<file path="src/sv/phfm_pkg.sv">
// Shared constants and types for the peer heartbeat failover monitor.
// Field widths, command codes, role and peer health codes, register indexes.
// No dependencies.
package phfm_pkg;

  // Field widths
  localparam int TIME_W   = 64;
  localparam int IVL_W    = 40;
  localparam int THR_W    = 16;
  localparam int GEN_W    = 64;
  localparam int MODE_W   = 3;
  localparam int ROLE_W   = 2;
  localparam int HEALTH_W = 2;
  localparam int CFG_IDX_W = 3;
  localparam int CFG_DAT_W = 40;

  // Command codes
  localparam logic [MODE_W-1:0] MODE_HEARTBEAT = 3'd0;
  localparam logic [MODE_W-1:0] MODE_CHECK     = 3'd1;
  localparam logic [MODE_W-1:0] MODE_PROMOTE   = 3'd2;
  localparam logic [MODE_W-1:0] MODE_DEMOTE    = 3'd3;
  localparam logic [MODE_W-1:0] MODE_START     = 3'd4;
  localparam logic [MODE_W-1:0] MODE_STOP      = 3'd5;

  // Roles
  localparam logic [ROLE_W-1:0] ROLE_SOLO    = 2'd0;
  localparam logic [ROLE_W-1:0] ROLE_PRIMARY = 2'd1;
  localparam logic [ROLE_W-1:0] ROLE_STANDBY = 2'd2;
  localparam logic [ROLE_W-1:0] ROLE_RSVD    = 2'd3;

  // Peer health
  localparam logic [HEALTH_W-1:0] PEER_UNKNOWN = 2'd0;
  localparam logic [HEALTH_W-1:0] PEER_ALIVE   = 2'd1;
  localparam logic [HEALTH_W-1:0] PEER_SUSPECT = 2'd2;
  localparam logic [HEALTH_W-1:0] PEER_DEAD    = 2'd3;

  // Configuration register indexes
  localparam logic [CFG_IDX_W-1:0] CFG_INTERVAL  = 3'd0;
  localparam logic [CFG_IDX_W-1:0] CFG_SUSPECT   = 3'd1;
  localparam logic [CFG_IDX_W-1:0] CFG_DEAD      = 3'd2;
  localparam logic [CFG_IDX_W-1:0] CFG_AUTO_FO   = 3'd3;
  localparam logic [CFG_IDX_W-1:0] CFG_INIT_ROLE = 3'd4;

  // Register reset values
  localparam logic [IVL_W-1:0] INTERVAL_RST = 40'd1000000000;
  localparam logic [THR_W-1:0] SUSPECT_RST  = 16'd3;
  localparam logic [THR_W-1:0] DEAD_RST     = 16'd5;

  // Result of one transfer on the output side
  typedef struct packed {
    logic                status;
    logic                role_changed;
    logic [ROLE_W-1:0]   old_role;
    logic [ROLE_W-1:0]   current_role;
    logic [HEALTH_W-1:0] peer_health;
    logic [GEN_W-1:0]    generation_count;
    logic                is_running;
  } result_t;

  // Handshake status of the divider
  typedef struct packed {
    logic busy;
    logic done;
  } div_stat_t;

endpackage

</file>
<file path="src/sv/phfm_div.sv">
// Radix-2 restoring divider: one quotient bit per cycle, MSB first.
// Dividend and quotient share one shift register. Uses phfm_pkg for div_stat_t.
module phfm_div
  import phfm_pkg::*;
#(
  parameter int DW = 64,
  parameter int VW = 40
) (
  input  logic          clk,
  input  logic          rst_n,
  input  logic          start,
  input  logic [DW-1:0] dividend,
  input  logic [VW-1:0] divisor,
  output div_stat_t     stat,
  output logic [DW-1:0] quotient
);

  localparam int CW = $clog2(DW);

  logic [DW-1:0] dq_r, dq_nxt;
  logic [VW-1:0] rem_r, rem_nxt;
  logic [VW-1:0] dv_r, dv_nxt;
  logic [CW-1:0] cnt_r, cnt_nxt;
  logic          busy_r, busy_nxt;
  logic          done_r, done_nxt;
  logic [VW:0]   rem_sh;
  logic [VW:0]   rem_sub;
  logic          q_bit;

  // One shift-and-subtract step
  assign rem_sh  = {rem_r, dq_r[DW-1]};
  assign rem_sub = rem_sh - {1'b0, dv_r};
  assign q_bit   = (rem_sh >= {1'b0, dv_r});

  always_comb begin
    dq_nxt   = dq_r;
    rem_nxt  = rem_r;
    dv_nxt   = dv_r;
    cnt_nxt  = cnt_r;
    busy_nxt = busy_r;
    done_nxt = 1'b0;
    if (start) begin
      dq_nxt   = dividend;
      rem_nxt  = '0;
      dv_nxt   = divisor;
      cnt_nxt  = CW'(DW - 1);
      busy_nxt = 1'b1;
    end else if (busy_r) begin
      dq_nxt  = {dq_r[DW-2:0], q_bit};
      rem_nxt = q_bit ? rem_sub[VW-1:0] : rem_sh[VW-1:0];
      cnt_nxt = cnt_r - 1'b1;
      if (cnt_r == '0) begin
        busy_nxt = 1'b0;
        done_nxt = 1'b1;
      end
    end
  end

  // Control state
  always_ff @(posedge clk) begin
    if (!rst_n) begin
      busy_r <= 1'b0;
      done_r <= 1'b0;
    end else begin
      busy_r <= busy_nxt;
      done_r <= done_nxt;
    end
  end

  // Datapath
  always_ff @(posedge clk) begin
    dq_r  <= dq_nxt;
    rem_r <= rem_nxt;
    dv_r  <= dv_nxt;
    cnt_r <= cnt_nxt;
  end

  assign stat.busy = busy_r;
  assign stat.done = done_r;
  assign quotient  = dq_r;

`ifndef SYNTH
  a_no_restart: assert property (@(posedge clk) disable iff (!rst_n)
    start |-> !busy_r) else $error("divider started while busy");
  a_last_step_done: assert property (@(posedge clk) disable iff (!rst_n)
    (busy_r && cnt_r == '0 && !start) |=> done_r) else $error("divider missed done");
  a_done_pulse: assert property (@(posedge clk) disable iff (!rst_n)
    done_r |=> !done_r) else $error("done held longer than one cycle");
`endif

endmodule

</file>
<file path="src/sv/peer_heartbeat_failover_monitor_top.sv">
// Peer heartbeat failure detector with failover: command decode, role and peer state,
// output register. Uses phfm_pkg and the bit-serial divider phfm_div.
//
//   channel | direction | handshake              | payload
//   in_     | input     | in_valid / in_ready    | in_mode, in_time_ns
//   out_    | output    | out_valid / out_ready  | status, roles, health, generation, run
//   cfg_    | input     | cfg_we (no wait)       | cfg_index, cfg_wdata
//
// Most commands are registered at the accept edge. A health check that needs the
// missed-interval count goes through the divider (start, 64 quotient bits, finish)
// and is registered once the divider is done; in_ready stays low in the meantime.
// Reset is synchronous, active low. in_ready is high when no check is in the
// divider and the output register is empty or being drained this cycle.
module peer_heartbeat_failover_monitor_top
  import phfm_pkg::*;
(
  input  logic                 clk,
  input  logic                 rst_n,
  input  logic                 cfg_we,
  input  logic [CFG_IDX_W-1:0] cfg_index,
  input  logic [CFG_DAT_W-1:0] cfg_wdata,
  input  logic                 in_valid,
  output logic                 in_ready,
  input  logic [MODE_W-1:0]    in_mode,
  input  logic [TIME_W-1:0]    in_time_ns,
  output logic                 out_valid,
  input  logic                 out_ready,
  output logic                 out_status,
  output logic                 out_role_changed,
  output logic [ROLE_W-1:0]    out_old_role,
  output logic [ROLE_W-1:0]    out_current_role,
  output logic [HEALTH_W-1:0]  out_peer_health,
  output logic [GEN_W-1:0]     out_generation_count,
  output logic                 out_is_running
);

  localparam logic ST_IDLE = 1'b0;
  localparam logic ST_DIV  = 1'b1;

  // Configuration
  logic [IVL_W-1:0] interval_r, interval_nxt;
  logic [THR_W-1:0] suspect_r, suspect_nxt;
  logic [THR_W-1:0] dead_r, dead_nxt;
  logic             auto_fo_r, auto_fo_nxt;

  // Monitor state
  logic [ROLE_W-1:0]   role_r, role_nxt;
  logic [HEALTH_W-1:0] peer_r, peer_nxt;
  logic [GEN_W-1:0]    gen_r, gen_nxt;
  logic [TIME_W-1:0]   last_hb_r, last_hb_nxt;
  logic                run_r, run_nxt;
  logic                state_r, state_nxt;

  // Output register
  logic    out_valid_r, out_valid_nxt;
  result_t res_r, res_nxt;
  logic    out_load;

  // Datapath helpers
  logic              accept;
  logic [TIME_W:0]   diff_ext;
  logic              not_past;
  logic              div_start;
  div_stat_t         div_stat;
  logic [TIME_W-1:0] quotient;
  logic              dead_hit;
  logic              suspect_hit;
  logic [ROLE_W-1:0] cfg_role;

  assign in_ready = (state_r == ST_IDLE) && (!out_valid_r || out_ready);
  assign accept   = in_valid && in_ready;

  // Elapsed time and "not past the heartbeat" from one subtractor
  assign diff_ext = {1'b0, in_time_ns} - {1'b0, last_hb_r};
  assign not_past = diff_ext[TIME_W] || (diff_ext[TIME_W-1:0] == '0);

  // Grade the quotient against the thresholds
  assign dead_hit    = (quotient[TIME_W-1:THR_W] != '0) || (quotient[THR_W-1:0] >= dead_r);
  assign suspect_hit = (quotient[TIME_W-1:THR_W] != '0) ||
                       (quotient[THR_W-1:0] >= suspect_r);

  assign cfg_role = (cfg_wdata[ROLE_W-1:0] == ROLE_RSVD) ? ROLE_SOLO : cfg_wdata[ROLE_W-1:0];

  phfm_div #(
    .DW(TIME_W),
    .VW(IVL_W)
  ) u_div (
    .clk      (clk),
    .rst_n    (rst_n),
    .start    (div_start),
    .dividend (diff_ext[TIME_W-1:0]),
    .divisor  (interval_r),
    .stat     (div_stat),
    .quotient (quotient)
  );

  // Command decode, divider completion and configuration writes
  always_comb begin
    interval_nxt = interval_r;
    suspect_nxt  = suspect_r;
    dead_nxt     = dead_r;
    auto_fo_nxt  = auto_fo_r;
    role_nxt     = role_r;
    peer_nxt     = peer_r;
    gen_nxt      = gen_r;
    last_hb_nxt  = last_hb_r;
    run_nxt      = run_r;
    state_nxt    = state_r;
    div_start    = 1'b0;
    out_load     = 1'b0;
    res_nxt              = res_r;
    res_nxt.status       = 1'b0;
    res_nxt.role_changed = 1'b0;
    res_nxt.old_role     = role_r;

    if (accept) begin
      out_load = 1'b1;
      unique case (in_mode)
        MODE_HEARTBEAT: begin
          last_hb_nxt = in_time_ns;
          peer_nxt    = PEER_ALIVE;
        end
        MODE_CHECK: begin
          if (run_r && (last_hb_r != '0)) begin
            if (not_past) begin
              peer_nxt = PEER_ALIVE;
            end else if (interval_r != '0) begin
              // Missed-interval count goes through the divider
              div_start = 1'b1;
              out_load  = 1'b0;
              state_nxt = ST_DIV;
            end
          end
        end
        MODE_PROMOTE: begin
          if (role_r == ROLE_STANDBY) begin
            role_nxt             = ROLE_PRIMARY;
            gen_nxt              = gen_r + 1'b1;
            res_nxt.role_changed = 1'b1;
          end else begin
            res_nxt.status = 1'b1;
          end
        end
        MODE_DEMOTE: begin
          if (role_r == ROLE_PRIMARY) begin
            role_nxt             = ROLE_STANDBY;
            gen_nxt              = gen_r + 1'b1;
            res_nxt.role_changed = 1'b1;
          end else begin
            res_nxt.status = 1'b1;
          end
        end
        MODE_START: run_nxt = 1'b1;
        MODE_STOP:  run_nxt = 1'b0;
        default: ;
      endcase
    end else if (div_stat.done) begin
      // Finish a health check
      out_load  = 1'b1;
      state_nxt = ST_IDLE;
      if (dead_hit) begin
        peer_nxt = PEER_DEAD;
        if (auto_fo_r && role_r == ROLE_STANDBY) begin
          role_nxt             = ROLE_PRIMARY;
          gen_nxt              = gen_r + 1'b1;
          res_nxt.role_changed = 1'b1;
        end
      end else if (suspect_hit) begin
        peer_nxt = PEER_SUSPECT;
      end else begin
        peer_nxt = PEER_ALIVE;
      end
    end

    // Register writes arrive only while idle: the user must keep to this; the block does not enforce it
    if (cfg_we) begin
      unique case (cfg_index)
        CFG_INTERVAL:  interval_nxt = cfg_wdata[IVL_W-1:0];
        CFG_SUSPECT:   suspect_nxt  = cfg_wdata[THR_W-1:0];
        CFG_DEAD:      dead_nxt     = cfg_wdata[THR_W-1:0];
        CFG_AUTO_FO:   auto_fo_nxt  = cfg_wdata[0];
        CFG_INIT_ROLE: role_nxt     = cfg_role;
        default: ;
      endcase
    end

    res_nxt.current_role     = role_nxt;
    res_nxt.peer_health      = peer_nxt;
    res_nxt.generation_count = gen_nxt;
    res_nxt.is_running       = run_nxt;

    if (out_load) begin
      out_valid_nxt = 1'b1;
    end else if (out_ready) begin
      out_valid_nxt = 1'b0;
    end else begin
      out_valid_nxt = out_valid_r;
    end
  end

  // Control and architectural state
  always_ff @(posedge clk) begin
    if (!rst_n) begin
      interval_r  <= INTERVAL_RST;
      suspect_r   <= SUSPECT_RST;
      dead_r      <= DEAD_RST;
      auto_fo_r   <= 1'b0;
      role_r      <= ROLE_SOLO;
      peer_r      <= PEER_UNKNOWN;
      gen_r       <= '0;
      last_hb_r   <= '0;
      run_r       <= 1'b0;
      state_r     <= ST_IDLE;
      out_valid_r <= 1'b0;
    end else begin
      interval_r  <= interval_nxt;
      suspect_r   <= suspect_nxt;
      dead_r      <= dead_nxt;
      auto_fo_r   <= auto_fo_nxt;
      role_r      <= role_nxt;
      peer_r      <= peer_nxt;
      gen_r       <= gen_nxt;
      last_hb_r   <= last_hb_nxt;
      run_r       <= run_nxt;
      state_r     <= state_nxt;
      out_valid_r <= out_valid_nxt;
    end
  end

  // Result payload
  always_ff @(posedge clk) begin
    if (out_load) begin
      res_r <= res_nxt;
    end
  end

  assign out_valid            = out_valid_r;
  assign out_status           = res_r.status;
  assign out_role_changed     = res_r.role_changed;
  assign out_old_role         = res_r.old_role;
  assign out_current_role     = res_r.current_role;
  assign out_peer_health      = res_r.peer_health;
  assign out_generation_count = res_r.generation_count;
  assign out_is_running       = res_r.is_running;

`ifndef SYNTH
  a_done_in_div: assert property (@(posedge clk) disable iff (!rst_n)
    div_stat.done |-> (state_r == ST_DIV)) else $error("divider done outside a check");
  a_out_empty_in_div: assert property (@(posedge clk) disable iff (!rst_n)
    (state_r == ST_DIV) |-> !out_valid_r) else $error("result pending during divide");
  a_role_legal: assert property (@(posedge clk) disable iff (!rst_n)
    role_r != ROLE_RSVD) else $error("reserved role code held");
  a_gen_flagged: assert property (@(posedge clk) disable iff (!rst_n)
    ($past(rst_n) && gen_r != $past(gen_r)) |-> (out_valid_r && res_r.role_changed))
    else $error("generation moved without a flagged role change");
`endif

endmodule
</file>
<file path="config.mk">
export PLATFORM = sky130hd
export DESIGN_NAME = peer_heartbeat_failover_monitor_top
export DESIGN_NICKNAME = d
export VERILOG_FILES = /design/src/sv/phfm_pkg.sv /design/src/sv/phfm_div.sv /design/src/sv/peer_heartbeat_failover_monitor_top.sv
export SDC_FILE = /design/constraint.sdc
export NUM_CORES = 1
export LEC_CHECK = 0
export ABC_AREA = 1
export BUFFER_PORTS_ARGS = -buffer_cell sky130_fd_sc_hd__buf_2
export CAP_MARGIN = 10
export CORE_ASPECT_RATIO = 1.2
export CORE_UTILIZATION = 25
export DETAILED_ROUTE_END_ITERATION = 8
export GPL_ROUTABILITY_DRIVEN = 0
export HOLD_SLACK_MARGIN = 0.15
export SYNTH_ARGS = -nofsm -noshare
export SYNTH_HDL_FRONTEND = slang
export SYNTH_SLANG_ARGS = --single-unit
export TNS_END_PERCENT = 100
</file>
<file path="constraint.sdc">
create_clock -name clk -period 4.2 [get_ports clk]
set_input_delay 0.21 -clock clk [delete_from_list [all_inputs] [get_ports clk]]
set_output_delay 0.21 -clock clk [all_outputs]
set_load 0.005 [all_outputs]
</file>
==> results.rst <==
.. list-table::
   :header-rows: 1

   * - Metric
     - Value
   * - Result of the run
     - finished, final reports clean
   * - Total nets after synthesis
     - 4,408
   * - Complex-gate fraction of the synthesized area
     - between 10% and 20%
   * - Sequential area share after synthesis
     - between 30% and 40%
   * - Cts bufs inserted
     - 52
   * - Cell seen most often among critical-path stages
     - sky130_fd_sc_hd__nand2_1
   * - Synthesized-area fraction occupied by xor and xnor cells
     - 2.95%
   * - Areal power density over the cells
     - about 320 mW/mm^2
   * - Total global routing track utilization
     - between 10% and 20%
   * - Setup_tns
     - 0 ns
   * - Count of endpoints failing setup in the final report
     - 0
   * - Cell area after layout
     - 0.0338 sq mm
   * - Syn Inst Count
     - between 4k and 5k
   * - Crit path arrival time
     - 4.27 ns
   * - CTS HTree Levels
     - 2
   * - Clock root buffer
     - sky130_fd_sc_hd__clkbuf_16
   * - Number of cells on the worst hold path
     - 4
   * - Yosys cell types
     - 56
   * - Time the worst path needs with I/O delays and setup
     - 3.94 ns
   * - Initial DRC Count
     - 1,687
   * - Syn. warnings
     - 0
   * - Total Die Area
     - 0.114 sq mm
   * - Input/output buffers
     - about 190
   * - Wire length of the first global-routing pass
     - roughly 140,000 um
   * - Library cell contributing the largest single delay on the critical path
     - sky130_fd_sc_hd__ha_1
   * - Post-Route WL
     - slightly below 90,000 um
   * - Worst hold slack after final layout
     - approximately 0.23 ns
   * - Setup repair after global routing missed its margin
     - false
   * - CTS Hold Bufs
     - ~120
   * - Pins Over Slew Limit
     - 0
   * - DR DRC count
     - 0
   * - Basic-gate share of the synthesized area counting and, or, nand and nor cells
     - between 20% and 30%
   * - Most frequent cells after synthesis
     - sky130_fd_sc_hd__nand2_1 (1,220), sky130_fd_sc_hd__inv_1 (766), sky130_fd_sc_hd__nor2_1 (339)
   * - Relative slew slack
     - 25.1%
   * - Synth Area in Adders
     - 6.31%
   * - Most used flip-flop cell after synthesis
     - sky130_fd_sc_hd__dfxtp_1
   * - RR Startpoint
     - last_hb_r[50]$_SDFFE_PN0P_
   * - Peak ir drop on the vdd network
     - 0.298 mV
   * - Number of hold violations in the final report
     - 0
   * - Initial antenna violation count
     - 4
   * - Number of max-capacitance violations reported
     - 0
   * - Width of the die
     - ~310 um
   * - Highest achievable clock rate
     - between 200 and 300 MHz
   * - Portion of netlist area occupied by mux cells
     - 0%
   * - Most used standard cell by instance count after synthesis
     - sky130_fd_sc_hd__nand2_1
   * - Via count of the first global-routing pass
     - 26.1k
   * - Number of flops mapped to enable cells by yosys
     - about 180
   * - Routed Antenna Nets
     - 0
   * - Startpoint of the worst hold path
     - cfg_we
   * - Start-to-end type of the worst setup path
     - reg2reg
   * - Leading post-synthesis cells by cell area
     - sky130_fd_sc_hd__edfxtp_1 (19%), sky130_fd_sc_hd__dfxtp_1 (18%), sky130_fd_sc_hd__nand2_1 (16%)
   * - First-pass detailed-route iteration total
     - 6
   * - Maximum net fanout on the critical path
     - 12
   * - Worst R2R Setup Slack
     - ~0.26 ns
   * - Critical Path Source Type
     - flip-flop
   * - Hold Crit Class
     - in2reg
   * - Length in cells of the worst reg-to-reg path
     - 20
   * - Total clock sinks
     - 433
   * - Async S/R FF share, synth
     - 0%
   * - Crit-path max cell delay
     - roughly 0.47 ns
   * - Synth area leader
     - sky130_fd_sc_hd__edfxtp_1
   * - Std-Cell Rows
     - around 130
   * - Post-place instance area
     - just over 0.03 sq mm
   * - CP Data Required Time
     - 4.53 ns
   * - Flip-flop and latch count after synthesis
     - around 430
   * - Critical Path Sink Type
     - flip-flop
   * - Height of the die
     - 370 um
   * - Total global routing overflow
     - 0
   * - Starting density of the core
     - around a quarter
   * - Sink of the worst hold path
     - role_r[0]$_SDFF_PN0_
   * - Buffers inserted during post-CTS setup optimization
     - 0
   * - Maximum number of pins on one net before global-route repair
     - 129
   * - Ratio of final minimum period to clock period
     - 93.8%
   * - Dominant combinational cell family by area after synthesis
     - simple AND/OR/NAND/NOR gates
   * - Io pins
     - 190
   * - Via count of the routed design
     - 26.8k
   * - Number of instances resized during post-cts repair
     - 0
   * - Setup skew after layout
     - 0.0246 ns
   * - Clock latency at the later pin of the worst-skew pair
     - approximately 0.64 ns
   * - Transition time of the tightest slew-check pin
     - around 1.1 ns
   * - Clock tree from TritonCTS
     - built
   * - Proportion of layout cells with a drive suffix above 1
     - under 10%
   * - Area growth syn-to-layout
     - 20.0%
   * - Vias per std cell
     - between 4 and 5
   * - Netlist area before placement
     - ~0.028 sq mm
   * - Reg-to-Reg End
     - out_generation_count[50]$_DFFE_PP_
   * - Clock slew seen by the registers of the worst setup and hold paths
     - 0.06 ns
   * - Mean instance size in the synthesized netlist
     - around 6.8 sq um
   * - Maximum buffer depth of the clock tree
     - 3
   * - Total leakage power
     - about 16 nW
   * - Average detailed-routed wire length per instance
     - roughly 15 um
   * - Crit path cell chain
     - inv_1 -> ha_1 -> nand2_1 -> nor2_1 -> inv_1 -> nor3_1 -> and2_1 -> nand2_1 -> nand2_1 -> nand2_1 -> nand2_1 -> nand2_1 -> nor2_1 -> nand2_1 -> nor2_2 -> nand3_2 -> nand4_4 -> nand2_1 -> clkinvlp_4 -> buf_4
   * - Overall power of the completed layout
     - roughly 11 mW
   * - Post-synth top area share
     - a little under a fifth
   * - Half-perimeter wire length after detailed placement
     - between 60,000 and 70,000 um
   * - Placeable core region
     - about 0.11 sq mm
   * - Fin nets
     - 4,694
where the power goes:
part / total, mW / internal [mW] / switching (mW)
clock: 4.74 / 2.74 / 2.01
combinational: 1.47 / 0.516 / 0.957
sequential: 4.54 / 4.47 / 0.0645
total: 10.8 / 7.72 / 3.03
worst max-delay path: cells and delay by family (launching register included):
family                   cells  cell delay [ns]
adder cells (fa/ha/maj)      1             0.47
AND/OR/NAND/NOR             15             2.05
buffers and inverters        4             0.75
flip-flops                   1             0.33
kinds of logic after synthesis:
logic type,after synthesis
xor gates and xnor gates,95
buffers and inverters,891
AOI/OAI and AO/OA,664
adders and majority gates,141
DFF,433
and+or+nand+nor,1928
cells in the final DEF, fill, tap and decap left out, types with 24 or more instances in the layout:
master,instances
sky130_fd_sc_hd__a21oi_1,262
sky130_fd_sc_hd__dlygate4sd3_1,116
sky130_fd_sc_hd__o21ai_0,252
sky130_fd_sc_hd__nor4_1,56
sky130_fd_sc_hd__dfxtp_1,256
sky130_fd_sc_hd__nand3_1,124
sky130_fd_sc_hd__o21ai_1,31
sky130_fd_sc_hd__nand2_1,1218
sky130_fd_sc_hd__xnor2_1,34
sky130_fd_sc_hd__ha_1,139
sky130_fd_sc_hd__edfxtp_1,177
sky130_fd_sc_hd__buf_4,24
sky130_fd_sc_hd__clkbuf_16,53
sky130_fd_sc_hd__buf_2,188
sky130_fd_sc_hd__inv_1,764
sky130_fd_sc_hd__xor2_1,61
sky130_fd_sc_hd__nand4_1,52
sky130_fd_sc_hd__nor2_1,338
sky130_fd_sc_hd__nor3_1,59
per-stage QoR:
step,worst slack (ns),utilization (%),std cells
after CTS,0.306,30.3,5978
after floorplan,0.286,-,4152
final,0.262,30.3,5980
after global placement,0.355,27.7,5764
after global routing,0.0237,30.3,5979
after detailed placement,0.292,27.7,5764
per-layer routing:
metal | wire, um | global-route usage (%) | vias to the layer above
li1 | - | - | 13800
met1 | 39800 | 19.3 | 12200
met2 | 40900 | 26.1 | 609
met3 | 3760 | 1.88 | 184
met4 | 3740 | 6.93 | 0
met5 | 0 | 0 | -
worst max path at each step:
| stage | startpoint | end | slack (ns) | cells after the start |
|---|---|---|---|---|
| CTS | last_hb_r[2]$_SDFFE_PN0P_ | out_generation_count[50]$_DFFE_PP_ | 0.31 | 21 |
| floorplan | last_hb_r[0]$_SDFFE_PN0P_ | out_current_role[0]$_DFFE_PP_ | 0.29 | 23 |
| finish | last_hb_r[50]$_SDFFE_PN0P_ | out_generation_count[50]$_DFFE_PP_ | 0.26 | 20 |
| global route | last_hb_r[0]$_SDFFE_PN0P_ | out_generation_count[51]$_DFFE_PP_ | 0.02 | 22 |
| global placement | last_hb_r[2]$_SDFFE_PN0P_ | out_generation_count[20]$_DFFE_PP_ | 0.35 | 21 |
| detailed placement | in_time_ns[0] | out_generation_count[59]$_DFFE_PP_ | 0.29 | 26 |
layout make-up:
| class | count | area, sq um |
|---|---|---|
| Inverter | 787 | 2960 |
| Sequential cell | 433 | 10400 |
| Clock inverter | 30 | 363 |
| Multi-Input combinational cell | 2828 | 14300 |
| Clock buffer | 68 | 1420 |
| Tap cell | 1496 | 1870 |
| Fill cell | 12200 | 77700 |
| Antenna cell | 2 | 5.00 |
| Timing Repair Buffer | 336 | 2440 |
flip-flops by register name (all words and copies together) (netlist names):
register	cells
auto_fo_r	1
out_status	1
role_r	2
dead_r	16
run_r	1
interval_r	40
state_r	1
peer_r	2
gen_r	64
u_div.dv_r	40
u_div.done_r	1
out_current_role	2
u_div.cnt_r	6
out_valid	1
out_generation_count	64
out_peer_health	2
u_div.quotient	64
out_role_changed	1
out_old_role	2
last_hb_r	64
out_is_running	1
u_div.rem_r	40
u_div.busy_r	1
suspect_r	16
(Power assumes the default switching activity.)
